**src/pic_pkg.sv**
```systemverilog
package pic_pkg;

   // field and datapath widths
   localparam int LuxW     = 18;
   localparam int PgainW   = 16;
   localparam int IpgW     = 20;
   localparam int ErrW     = 19;
   localparam int LastErrW = 20;
   localparam int StateW   = 32;
   localparam int MulAW    = 38;
   localparam int MulBW    = 21;
   localparam int ProdW    = MulAW + MulBW;
   localparam int AccW     = 40;
   localparam int PctW     = 7;
   localparam int DutyW    = 8;
   localparam int ClampW   = 2;
   localparam int CsrIdxW  = 2;
   localparam int CsrDataW = 20;

   // rescale shifts back to q.8
   localparam int PropShift = 8;
   localparam int CmdShift  = 16;

   // register reset values and arithmetic constants
   localparam logic [PgainW-1:0]        PropGainRst = 16'd256;
   localparam logic [IpgW-1:0]          InvGainRst  = 20'd65536;
   localparam logic signed [MulBW-1:0]  AwCoef      = 21'sd6554;
   localparam logic signed [ErrW-1:0]   DeadZone    = 19'sd128;
   localparam logic signed [StateW-1:0] CmdMax      = 32'sd25600;
   localparam logic [DutyW-1:0]         DutyMax     = 8'd255;
   localparam logic [DutyW-1:0]         DutyMin     = 8'd0;

   // register indexes
   localparam logic [CsrIdxW-1:0] CsrPropGain    = 2'd0;
   localparam logic [CsrIdxW-1:0] CsrInvPlantGain = 2'd1;

   // clamp status codes
   localparam logic [ClampW-1:0] ClampNone = 2'd0;
   localparam logic [ClampW-1:0] ClampLow  = 2'd1;
   localparam logic [ClampW-1:0] ClampHigh = 2'd2;

   typedef struct packed {
      logic [LuxW-1:0] measured_lux;
      logic [LuxW-1:0] target_lux;
   } req_type;

   typedef struct packed {
      logic [DutyW-1:0]  duty;
      logic [ClampW-1:0] clamp_state;
   } rsp_type;

   // saturate a wide signed value to the 32-bit signed range
   function automatic logic signed [StateW-1:0] sat32(input logic signed [AccW-1:0] v);
      logic signed [AccW-1:0] hi;
      logic signed [AccW-1:0] lo;
      hi = {{(AccW-StateW+1){1'b0}}, {(StateW-1){1'b1}}};
      lo = ~hi;
      if (v > hi) begin
         return hi[StateW-1:0];
      end else if (v < lo) begin
         return lo[StateW-1:0];
      end else begin
         return v[StateW-1:0];
      end
   endfunction

   // percent 0..100 to byte: pct*255/100 via reciprocal 5243/2^19
   function automatic logic [DutyW-1:0] duty_of(input logic [PctW-1:0] pct);
      logic [14:0] scaled;
      logic [27:0] recip;
      scaled = {pct, 8'd0} - 15'(pct);
      recip  = 28'(scaled) * 28'd5243;
      return recip[26:19];
   endfunction

endpackage

```
**src/pic_mul.sv**
```systemverilog
module pic_mul (
   input  logic                                 clock,
   input  logic                                 mul_en,
   input  logic signed [pic_pkg::MulAW-1:0]     mul_a,
   input  logic signed [pic_pkg::MulBW-1:0]     mul_b,
   output logic signed [pic_pkg::ProdW-1:0]     prod
);

   logic signed [pic_pkg::ProdW-1:0] prod_ff;

   // shared signed multiplier, product registered
   always_ff @(posedge clock) begin
      if (mul_en) begin
         prod_ff <= pic_pkg::ProdW'(mul_a) * pic_pkg::ProdW'(mul_b);
      end
   end

   assign prod = prod_ff;

endmodule

```
**src/pic_out.sv**
```systemverilog
module pic_out (
   input  logic                                 clock,
   input  logic                                 reset,
   input  logic                                 load,
   input  logic signed [pic_pkg::StateW-1:0]    cmd,
   input  logic                                 rsp_ready,
   output logic                                 rsp_valid,
   output pic_pkg::rsp_type                     rsp_data
);

   logic             rsp_valid_ff;
   pic_pkg::rsp_type rsp_data_ff;
   pic_pkg::rsp_type rsp_data_in;

   // clamp to 0..100 percent and map to duty byte
   always_comb begin
      if (cmd < 0) begin
         rsp_data_in.clamp_state = pic_pkg::ClampLow;
         rsp_data_in.duty        = pic_pkg::DutyMin;
      end else if (cmd > pic_pkg::CmdMax) begin
         rsp_data_in.clamp_state = pic_pkg::ClampHigh;
         rsp_data_in.duty        = pic_pkg::DutyMax;
      end else begin
         rsp_data_in.clamp_state = pic_pkg::ClampNone;
         rsp_data_in.duty        = pic_pkg::duty_of(
            cmd[pic_pkg::PropShift+pic_pkg::PctW-1:pic_pkg::PropShift]);
      end
   end

   // output register
   always_ff @(posedge clock) begin
      if (reset) begin
         rsp_valid_ff <= 1'b0;
      end else if (load) begin
         rsp_valid_ff <= 1'b1;
      end else if (rsp_ready) begin
         rsp_valid_ff <= 1'b0;
      end
   end

   always_ff @(posedge clock) begin
      if (load) begin
         rsp_data_ff <= rsp_data_in;
      end
   end

   assign rsp_valid = rsp_valid_ff;
   assign rsp_data  = rsp_data_ff;

endmodule

```
**src/pi_illuminance_controller.sv**
```systemverilog
// PI illuminance controller with anti-windup and feed-forward. Each request is
// one control tick carrying measured and target lux in unsigned Q10.8; it
// yields one response with the PWM duty byte and the clamp status. A new
// request is taken only once the previous one reaches the output register:
// a small sequencer makes four passes through one shared registered multiplier
// (proportional term, command scaling, anti-windup, feed-forward) with add and
// saturate steps between them; a finished response waits in an output register
// so a new request can start while it is pending. The user writes gains through
// the csr port while no request is in flight; the block does not enforce this.
module pi_illuminance_controller (
   input  logic                                clock,
   input  logic                                reset,
   input  logic                                req_valid,
   output logic                                req_ready,
   input  pic_pkg::req_type                    req_data,
   output logic                                rsp_valid,
   input  logic                                rsp_ready,
   output pic_pkg::rsp_type                    rsp_data,
   input  logic                                csr_write,
   input  logic [pic_pkg::CsrIdxW-1:0]         csr_index,
   input  logic [pic_pkg::CsrDataW-1:0]        csr_wdata
);

   typedef enum logic [3:0] {
      ST_IDLE,
      ST_PMUL,
      ST_PI,
      ST_U0MUL,
      ST_AWSUB,
      ST_AWMUL,
      ST_FFMUL,
      ST_SUM,
      ST_DONE
   } state_type;

   state_type state_ff;
   logic      req_ready_ff;

   // configuration registers
   logic [pic_pkg::PgainW-1:0] prop_gain_ff;
   logic [pic_pkg::IpgW-1:0]   inv_plant_gain_ff;

   // controller state
   logic signed [pic_pkg::StateW-1:0]   integral_ff;
   logic signed [pic_pkg::LastErrW-1:0] last_err_ff;
   logic signed [pic_pkg::StateW-1:0]   last_u_ff;

   // working registers
   logic signed [pic_pkg::ErrW-1:0]   err_ff;
   logic signed [pic_pkg::ErrW-1:0]   err_in;
   logic [pic_pkg::LuxW-1:0]          targ_ff;
   logic signed [pic_pkg::StateW-1:0] i_ff;
   logic signed [pic_pkg::StateW-1:0] i_in;
   logic signed [pic_pkg::AccW-1:0]   sum_ff;
   logic signed [pic_pkg::AccW-1:0]   sum_in;
   logic signed [pic_pkg::AccW-1:0]   u0_ff;
   logic signed [pic_pkg::MulAW-1:0]  diff_ff;
   logic signed [pic_pkg::AccW-1:0]   acc_ff;
   logic signed [pic_pkg::StateW-1:0] u_ff;
   logic signed [pic_pkg::StateW-1:0] u_in;

   logic signed [pic_pkg::AccW-1:0]   isum;
   logic signed [pic_pkg::AccW-1:0]   p_val;
   logic signed [pic_pkg::AccW-1:0]   prod_q8;
   logic                              dead;
   logic signed [pic_pkg::ProdW-1:0]  prod;
   logic signed [pic_pkg::MulAW-1:0]  mul_a;
   logic signed [pic_pkg::MulBW-1:0]  mul_b;
   logic                              mul_en;
   logic                              out_free;
   logic                              out_load;
   logic                              req_accept;

   assign req_accept = req_valid && req_ready;
   assign out_free   = !rsp_valid || rsp_ready;
   assign out_load   = (state_ff == ST_DONE) && out_free;
   assign req_ready  = req_ready_ff;

   // configuration writes
   always_ff @(posedge clock) begin
      if (reset) begin
         prop_gain_ff      <= pic_pkg::PropGainRst;
         inv_plant_gain_ff <= pic_pkg::InvGainRst;
      end else if (csr_write) begin
         if (csr_index == pic_pkg::CsrPropGain) begin
            prop_gain_ff <= csr_wdata[pic_pkg::PgainW-1:0];
         end else if (csr_index == pic_pkg::CsrInvPlantGain) begin
            inv_plant_gain_ff <= csr_wdata[pic_pkg::IpgW-1:0];
         end
      end
   end

   // error, integral and proportional arithmetic
   assign err_in = pic_pkg::ErrW'($signed({1'b0, req_data.target_lux})
                                  - $signed({1'b0, req_data.measured_lux}));
   assign isum   = pic_pkg::AccW'(integral_ff) + pic_pkg::AccW'(err_ff)
                   + pic_pkg::AccW'(last_err_ff);
   assign i_in   = pic_pkg::sat32(isum);
   assign dead   = (err_ff > -pic_pkg::DeadZone) && (err_ff < pic_pkg::DeadZone);
   assign p_val  = dead ? '0 : pic_pkg::AccW'(prod >>> pic_pkg::PropShift);
   assign sum_in = p_val + pic_pkg::AccW'(i_ff);

   // products rescaled from q.24 back to q.8
   assign prod_q8 = pic_pkg::AccW'(prod >>> pic_pkg::CmdShift);
   assign u_in    = pic_pkg::sat32(acc_ff + prod_q8);

   // multiplier operand select
   always_comb begin
      mul_en = 1'b1;
      case (state_ff)
         ST_PMUL: begin
            mul_a = pic_pkg::MulAW'(err_ff);
            mul_b = pic_pkg::MulBW'($signed({1'b0, prop_gain_ff}));
         end
         ST_U0MUL: begin
            mul_a = pic_pkg::MulAW'(sum_ff);
            mul_b = pic_pkg::MulBW'($signed({1'b0, inv_plant_gain_ff}));
         end
         ST_AWMUL: begin
            mul_a = diff_ff;
            mul_b = pic_pkg::AwCoef;
         end
         ST_FFMUL: begin
            mul_a = pic_pkg::MulAW'($signed({1'b0, targ_ff}));
            mul_b = pic_pkg::MulBW'($signed({1'b0, inv_plant_gain_ff}));
         end
         default: begin
            mul_en = 1'b0;
            mul_a  = '0;
            mul_b  = '0;
         end
      endcase
   end

   pic_mul u_mul (
      .clock  (clock),
      .mul_en (mul_en),
      .mul_a  (mul_a),
      .mul_b  (mul_b),
      .prod   (prod)
   );

   // sequencer and controller state
   always_ff @(posedge clock) begin
      if (reset) begin
         state_ff     <= ST_IDLE;
         req_ready_ff <= 1'b1;
         integral_ff  <= '0;
         last_err_ff  <= '0;
         last_u_ff    <= '0;
      end else begin
         case (state_ff)
            ST_IDLE: begin
               if (req_accept) begin
                  state_ff     <= ST_PMUL;
                  req_ready_ff <= 1'b0;
               end
            end
            ST_PMUL:  state_ff <= ST_PI;
            ST_PI:    state_ff <= ST_U0MUL;
            ST_U0MUL: state_ff <= ST_AWSUB;
            ST_AWSUB: state_ff <= ST_AWMUL;
            ST_AWMUL: state_ff <= ST_FFMUL;
            ST_FFMUL: state_ff <= ST_SUM;
            ST_SUM: begin
               state_ff    <= ST_DONE;
               integral_ff <= i_ff;
               last_err_ff <= pic_pkg::LastErrW'(err_ff);
               last_u_ff   <= u_in;
            end
            ST_DONE: begin
               if (out_free) begin
                  state_ff     <= ST_IDLE;
                  req_ready_ff <= 1'b1;
               end
            end
            default: begin
               state_ff     <= ST_IDLE;
               req_ready_ff <= 1'b1;
            end
         endcase
      end
   end

   // working datapath registers
   always_ff @(posedge clock) begin
      if (req_accept) begin
         err_ff  <= err_in;
         targ_ff <= req_data.target_lux;
      end
      if (state_ff == ST_PMUL) begin
         i_ff <= i_in;
      end
      if (state_ff == ST_PI) begin
         sum_ff <= sum_in;
      end
      if (state_ff == ST_AWSUB) begin
         u0_ff   <= prod_q8;
         diff_ff <= pic_pkg::MulAW'(prod_q8 - pic_pkg::AccW'(last_u_ff));
      end
      if (state_ff == ST_FFMUL) begin
         acc_ff <= u0_ff + prod_q8;
      end
      if (state_ff == ST_SUM) begin
         u_ff <= u_in;
      end
   end

   pic_out u_out (
      .clock     (clock),
      .reset     (reset),
      .load      (out_load),
      .cmd       (u_ff),
      .rsp_ready (rsp_ready),
      .rsp_valid (rsp_valid),
      .rsp_data  (rsp_data)
   );

   // a request keeps the block busy through the following cycle
   assert property (@(posedge clock) disable iff (reset)
      req_accept |=> !req_ready)
      else $error("request accepted while sequencer stays ready");

   // clamp status is one of the defined codes
   assert property (@(posedge clock) disable iff (reset)
      rsp_valid |-> (rsp_data.clamp_state == pic_pkg::ClampNone ||
                     rsp_data.clamp_state == pic_pkg::ClampLow ||
                     rsp_data.clamp_state == pic_pkg::ClampHigh))
      else $error("undefined clamp status");

   // clamped responses carry the rail duty
   assert property (@(posedge clock) disable iff (reset)
      (rsp_valid && rsp_data.clamp_state == pic_pkg::ClampHigh)
         |-> rsp_data.duty == pic_pkg::DutyMax)
      else $error("high clamp without full duty");

   assert property (@(posedge clock) disable iff (reset)
      (rsp_valid && rsp_data.clamp_state == pic_pkg::ClampLow)
         |-> rsp_data.duty == pic_pkg::DutyMin)
      else $error("low clamp without zero duty");

endmodule
```
**config.mk**
```make
export PLATFORM = sky130hd
export DESIGN_NAME = pi_illuminance_controller
export DESIGN_NICKNAME = d
export VERILOG_FILES = /design/src/pic_pkg.sv /design/src/pic_mul.sv /design/src/pic_out.sv /design/src/pi_illuminance_controller.sv
export SDC_FILE = /design/constraint.sdc
export NUM_CORES = 2
export LEC_CHECK = 0
export BUFFER_PORTS_ARGS = -buffer_cell sky130_fd_sc_hd__buf_2
export CAP_MARGIN = 20
export CORE_ASPECT_RATIO = 1.4
export CORE_UTILIZATION = 35
export DETAILED_ROUTE_END_ITERATION = 7
export SYNTH_ARGS = -nofsm -noshare
export SYNTH_HDL_FRONTEND = slang
export SYNTH_SLANG_ARGS = --single-unit
```
**constraint.sdc**
```tcl
create_clock -name clock -period 13.9 [get_ports clock]
set_input_delay 2.78 -clock clock [delete_from_list [all_inputs] [get_ports clock]]
set_output_delay 2.78 -clock clock [all_outputs]
set_load 0.01 [all_outputs]
```
# Word-level counts from Yosys, hierarchy flattened
# Cells that the tools add are included.
# Widths: inputs -> output; s select.
[word_totals]
word_cells = 81
regBits = 448
input_bits = 63
output_inout_bits = 12
[classes]
reduce_logical = 15
n_addsub = 8
mul = 2
eq_ne = 11
n_mux = 16
n_lt_le_gt_ge = 8
bitwise = 2
[op_table]
columns = ["operator", "n"]
rows = [
  ["$pmux 38 s4", 1],
  ["$mux 32", 3],
  ["$add 40x40->40", 2],
  ["$pmux 20 s3", 1],
  ["$mul 38x21->56", 1],
  ["$gt 40x32->1 const B", 1],
  ["$lt 40x32->1 const B", 1],
  ["$add 38x32->38", 1],
  ["$mux 38", 1],
  ["$sub 38x32->38", 1],
  ["$pmux 4 s9", 1],
  ["$add 33x19->34", 1],
  ["$gt 34x32->1 const B", 1],
  ["$lt 34x32->1 const B", 1],
  ["$add 32x19->33", 1],
  ["$gt 32x16->1 const B", 1],
  ["$lt 32x1->1 const B", 1],
  ["$mul 15x13->27 const B", 1],
  ["$gt 19x8->1 const B", 1],
  ["$lt 19x9->1 const B", 1],
  ["$sub 18x18->19", 1],
  ["$eq 4x3->1 const B", 4],
  ["$sub 15x7->15", 1],
  ["$mux 10", 1],
  ["20 further kinds", 32],
]

# Depth between registers and ports, before layout
[logic_depth]
word_depth = 4
mapped_depth = 37
ltp_nobuf = 33

# Cells and area by module
# Synthesis repeated with hierarchy kept, for this count alone.
[unflattened]
cells_unflattened = 6251
area_unflattened_um2 = 58402.3
[modules_own_cells]
columns = ["module", "cells_each", "area_per_inst_um2", "n_inst", "seq_area_each_um2"]
rows = [
  ["pic_mul", 3224, 29188.0, 1, 1771.7],
  ["pi_illuminance_controller", 2572, 24911.4, 1, 10199.8],
  ["pic_out", 455, 4302.9, 1, 320.3],
]

# Worst setup path before layout
# Ideal clock, no wire load.
[synth_path]
kind = "register -> register"
startpoint = "register state_ff[2]"
endpoint = "register u_mul.prod_ff (netlist bit u_mul.prod[53]) (data pin)"
required_time_ns = 13.642
path_buffers = 4
setup_ns = 0.258
arrival_ns = 9.524
synth_period_minus_slack_ns = 9.781
slack_ns = 4.119
stages_incl_launch_ff = 33
path_cell_list = "dfxtp_1 > buf_2 > buf_2 > nand2_1 > nor2_1 > clkbuf_1 > a22oi_1 > nand2_1 > clkbuf_1 > nand2_1 > fa_1 > fa_1 > fa_1 > inv_1 > fa_1 > fa_1 > fa_1 > inv_1 > fa_1 > inv_1 > ha_1 > a21o_1 > or3_1 > o211ai_1 > nand3_1 > o2111ai_1 > nand3_2 > a2111oi_2 > o31ai_2 > o21a_1 > a21o_1 > a21oi_1 > xnor2_1"
[synth_between]
elab_chain_cells = 4
elab_cells_between_ends = 8
classes_between = "mul: 1; eq/ne: 4; mux: 2; reduce/logical: 1"
[synth_rtl]
columns = ["item", "line_no", "rtl"]
rows = [
  ["start, declared", "pi_illuminance_controller.sv:36", "state_type state_ff;"],
  ["start signal, assigned", "pi_illuminance_controller.sv:146", "state_ff <= ST_IDLE;"],
  ["start signal, assigned", "pi_illuminance_controller.sv:155", "state_ff <= ST_PMUL;"],
  ["start signal, assigned", "pi_illuminance_controller.sv:159", "ST_PMUL: state_ff <= ST_PI;"],
  ["$eq 4x3->1 or $eq 4x2->1 (tied branches)", "pi_illuminance_controller.sv:110", "case (state_ff)"],
  ["$reduce_or 2->1 (no source line)", "n/a", ""],
  ["$pmux 20 s3", "pi_illuminance_controller.sv:110", ""],
  ["$mul 38x21->56 (*)", "pic_mul.sv:14", "prod_ff <= pic_pkg::ProdW'(mul_a) * pic_pkg::ProdW'(mul_b);"],
  ["end signal, assigned", "pic_mul.sv:14", ""],
  ["end, declared", "pic_mul.sv:9", "logic signed [pic_pkg::ProdW-1:0] prod_ff;"],
]
# Every way passes the cells marked *; elsewhere a longest branch is shown, timed or not.
# A chain may end at the register's enable or synchronous reset.

# Worst setup path in the final report
# Same ends and word-level chain as after synthesis.

==> results summary <==
In this run the power density over the cells is about 80 nW/um2. The worst-case clock skew came out at around 43 ps. The share of flip-flops with an asynchronous set or reset came out at 0%. The clock drives 440 sinks.

By startpoint and endpoint, the worst setup path is classified as reg -> reg. The share of the clock period used by the worst path after layout is between 80% and 90%. The fill cell instance count of the final layout came out at roughly 15000.

The clock slew at the register clock pins of the worst setup and hold paths is ~70 ps. In the synthesized netlist the dominant register cell turns out to be sky130_fd_sc_hd__edfxtp_1. The post-route netlist has about 5.5% of its cells at a drive strength greater than 1.

The highest ir drop seen on vdd is approximately 100 uV. The maximum fanout encountered on the critical timing path came out at 57. The count of TritonRoute iterations in the first routing pass came out at 7.

Post-CTS repair changed the size of 0 cells. The portion of the post-synthesis area used by sequential elements is 22.2%. STA classifies the critical path endpoint as a register. CTS placed an instance of sky130_fd_sc_hd__clkbuf_16 at the clock tree root.

The die width is about 330 um. The global-route wire length before repair came out at about 260 mm. The total overflow reported by the global router is 0. The maximum achievable frequency came out at between 80 and 90 MHz. The count of final hold-check violations is 0. At the end of routability-driven placement, the weighted congestion stood at between 0.9 and 1. The pin count of the biggest net entering global routing is slightly below 90. The flop and latch count out of synthesis came out at 440. The quantity of I/O buffers inserted on ports came out at 74.

The critical path's largest stage delay came out at roughly 830 ps. The combined global-route utilization of all metal layers came out at between 20 and 25%. The maximum number of buffers from clock root to sink is 3. The growth of design area from synthesis to finish is 8.60%. The utilization after layout came out at about two fifths. The final critical delay including setup and external delays came out at roughly 11000 ps.

The path class of the tightest hold or removal check is reg -> reg. The detailed-route wire length is 170 mm. The HPWL reported at the end of detailed placement came out at around 130 mm. Broken down by cell family, the worst path's largest delay share belongs to adder cells. The cell area that synthesis handed to floorplanning was 53900 um2. The run finished with clean final reports. The CTS tree is built. For the worst setup path, the data required time is approximately 14000 ps.

The power dissipated by switching net loads came out at about 1700 uW. The post-route worst hold slack is approximately 460 ps. Setup repair after global routing left no endpoint under its margin. The hold buffer count at CTS came out at 0. The clock network is responsible for 30.8% of the overall power.

The proportion of power drawn by flip-flops and latches came out at between 30% and 40%. By instance count, the cell type seen most on the critical path is sky130_fd_sc_hd__fa_1. The net count after synthesis came out at 7022. The cell leakage power came out at approximately 0.026 uW. Once the floorplan was initialized, standard cells occupied approximately a third of the core. The number of enable flip-flop cells after synthesis is approximately 320. The per-instance average area after synthesis came out at between 9 and 10 um2. The core region area came out at approximately 150000 um2. The count of different cell masters after synthesis is slightly below 90. For the worst-skew pair, the clock arrives at the later sink with an insertion delay of around 620 ps.

The initialized floorplan defines between 150 and 200 standard-cell rows. The final-report max-slew violation count is 0. The internal cell power came out at approximately 3000 uW.

Per report_power, the combinational group accounts for 33.3% of the total. The number of antenna violations at the first check in global routing is 1. The gate count of the mapped netlist is around 5700. The setup TNS is 0 ps. The worst-margin pin slew is 1210 ps.

The final layout contains between 7000 and 8000 nets. The via count of the first global-routing pass came out at around 43000. The number of warnings reported in the yosys synthesis log is 0. The number of design rule violations left after detail routing came out at 0. For this design, the slowest cell found on the critical path is sky130_fd_sc_hd__or2_2.

The total number of vias is between 40000 and 50000. The clock buffer count from CTS came out at just over 50. The average wire per standard cell is 22.0 um. Net switching is 36.8% of the power. Pin placement for this block handled 75 I/O pins. The post-detailed-route via-to-cell ratio is between 5 and 6. In this run the tightest slew margin relative to its limit is 19.3%. In this run the number of H-tree levels came out at 2. The cell total after placement is about 7600. The antenna violation net count after detailed routing is 0. Together, buffers and inverters on the worst path number 7.

The number of setup violations in the final report came out at 0. STA classifies the critical path startpoint as a register. The number of max-cap violations came out at 0. The die is roughly 470 um tall.

The total power consumption of the routed design is 4680 uW. The die area is 156000 um2. The endpoint arrival time on the critical path came out at about 12000 ps.

The number of buffers inserted by post-CTS setup repair is 0. The non-filler instance count after layout is between 7000 and 8000. The starting DRC count in detailed routing came out at around 3000.
-- flip-flops by register name (all words and copies together) (netlist names), 4 cells and up --
signal             flops
u0_ff                 40
diff_ff               38
err_ff                19
prop_gain_ff          16
u_mul.prod            48
inv_plant_gain_ff     20
last_err_ff           19
acc_ff                40
i_ff                  32
u_ff                  32
u_out.rsp_data        10
targ_ff               18
sum_ff                38
last_u_ff             32
integral_ff           32
state_ff               4
-- synthesized netlist by cell type, types with 64 or more instances --
cell / number / share of area [%]
sky130_fd_sc_hd__xnor2_1: 169 / 2.7
sky130_fd_sc_hd__nand2_1: 653 / 4.5
sky130_fd_sc_hd__inv_1: 962 / 6.7
sky130_fd_sc_hd__dfxtp_1: 125 / 4.6
sky130_fd_sc_hd__ha_1: 437 / 10
sky130_fd_sc_hd__and2_1: 64 / 0.74
sky130_fd_sc_hd__edfxtp_1: 315 / 18
sky130_fd_sc_hd__xor2_1: 76 / 1.2
sky130_fd_sc_hd__nor3_1: 66 / 0.61
sky130_fd_sc_hd__a21oi_1: 286 / 2.7
sky130_fd_sc_hd__nor2_1: 609 / 4.2
sky130_fd_sc_hd__a21o_1: 151 / 2.1
sky130_fd_sc_hd__fa_1: 824 / 31
sky130_fd_sc_hd__o21ai_0: 132 / 1.2
sky130_fd_sc_hd__clkbuf_1: 184 / 1.3
-- cell usage in the layout, fill, tap and decap left out, drive strengths merged, types with 13 or more instances in the layout --
cell    instances
dfxtp         125
clkinv         14
o31ai          13
or3            17
nor2          609
fa            824
nand2b         39
nor3           67
inv           964
ha            437
a21boi         15
nor4           14
edfxtp        315
a221oi         30
a211oi         25
nand3          47
a21o          152
and2           68
o21a           41
a31oi          20
nor2b          31
a311oi         32
a221o          29
and3           18
xnor2         170
a22oi          42
nand2         653
clkbuf         69
o211ai         20
xor2           76
buf           155
o21bai         22
o21ai         143
nand4          21
a21oi         286
-- power groups by stage --
stage / Sequential [uW] / Combinational, uW / Clock, uW
after floorplan: 1630 / 1050 / 0
after global placement: 1710 / 1510 / 0
after detailed placement: 1710 / 1530 / 0
after CTS: 1680 / 1540 / 1470
after global routing: 1690 / 1690 / 1520
final: 1680 / 1560 / 1440
-- through the flow --
| step | area (um2) | setup WS [ps] |
|---|---|---|
| finish | 58500 | 2560 |
| global route | 58500 | 2100 |
| CTS | 58500 | 2680 |
| detailed placement | 56800 | 2690 |
| global placement | 56700 | 2840 |
| floorplan | 53900 | 4120 |
-- tightest hold or removal path, stage by stage, from the launching register on --
cell and delay [ps]:
sky130_fd_sc_hd__dfxtp_1 310, sky130_fd_sc_hd__nand2_1 50, sky130_fd_sc_hd__a21oi_1 50
-- per-layer routing --
metal	vias up	part of all wire [%]	wire, um	global-route usage [%]
li1	18500	-	-	-
met4	0	7.2	12300	13.3
met1	20800	37	63100	25.3
met3	516	6.2	10500	3.22
met5	-	0	0	0
met2	1440	49	83900	38.5
-- cell type report --
type | instances | area (um2) | share of cell area, %
clock inverters | 26 | 322 | 0.549
inverters | 962 | 3610 | 6.17
flip-flops and latches | 440 | 12000 | 20.4
multi-input cells | 4086 | 37700 | 64.4
diodes | 1 | 2.50 | 0.00427
repair buffers | 155 | 986 | 1.68
clock buffers | 69 | 1470 | 2.51
well taps | 1978 | 2470 | 4.23
-- final timing paths --
path         cells after the start                      endpoint                    startpoint  slack (ps)
max                             32      u_mul.prod[53]$_DFFE_PP_      state_ff[2]$_SDFFE_PP0P_        2560
max reg2reg                     32      u_mul.prod[53]$_DFFE_PP_      state_ff[2]$_SDFFE_PP0P_        2560
min                              2  prop_gain_ff[1]$_SDFFE_PP0P_  prop_gain_ff[1]$_SDFFE_PP0P_         460
min reg2reg                      2  prop_gain_ff[1]$_SDFFE_PP0P_  prop_gain_ff[1]$_SDFFE_PP0P_         460
-- cell families (layout without fill, tap and decap cells) --
| logic type | after synthesis | in the layout | synth area share, % |
|---|---|---|---|
| other cells | 0 | 1 | 0 |
| flops | 440 | 440 | 22.2 |
| fa+ha+maj | 1261 | 1261 | 40.7 |
| simple gates | 1631 | 1631 | 13.0 |
| compound gates | 942 | 942 | 11.8 |
| xor+xnor | 246 | 246 | 4.01 |
| buf+inv | 1172 | 1212 | 8.23 |
| mux | 6 | 6 | 0.111 |
No activity file was read; power rests on OpenSTA's default activity.
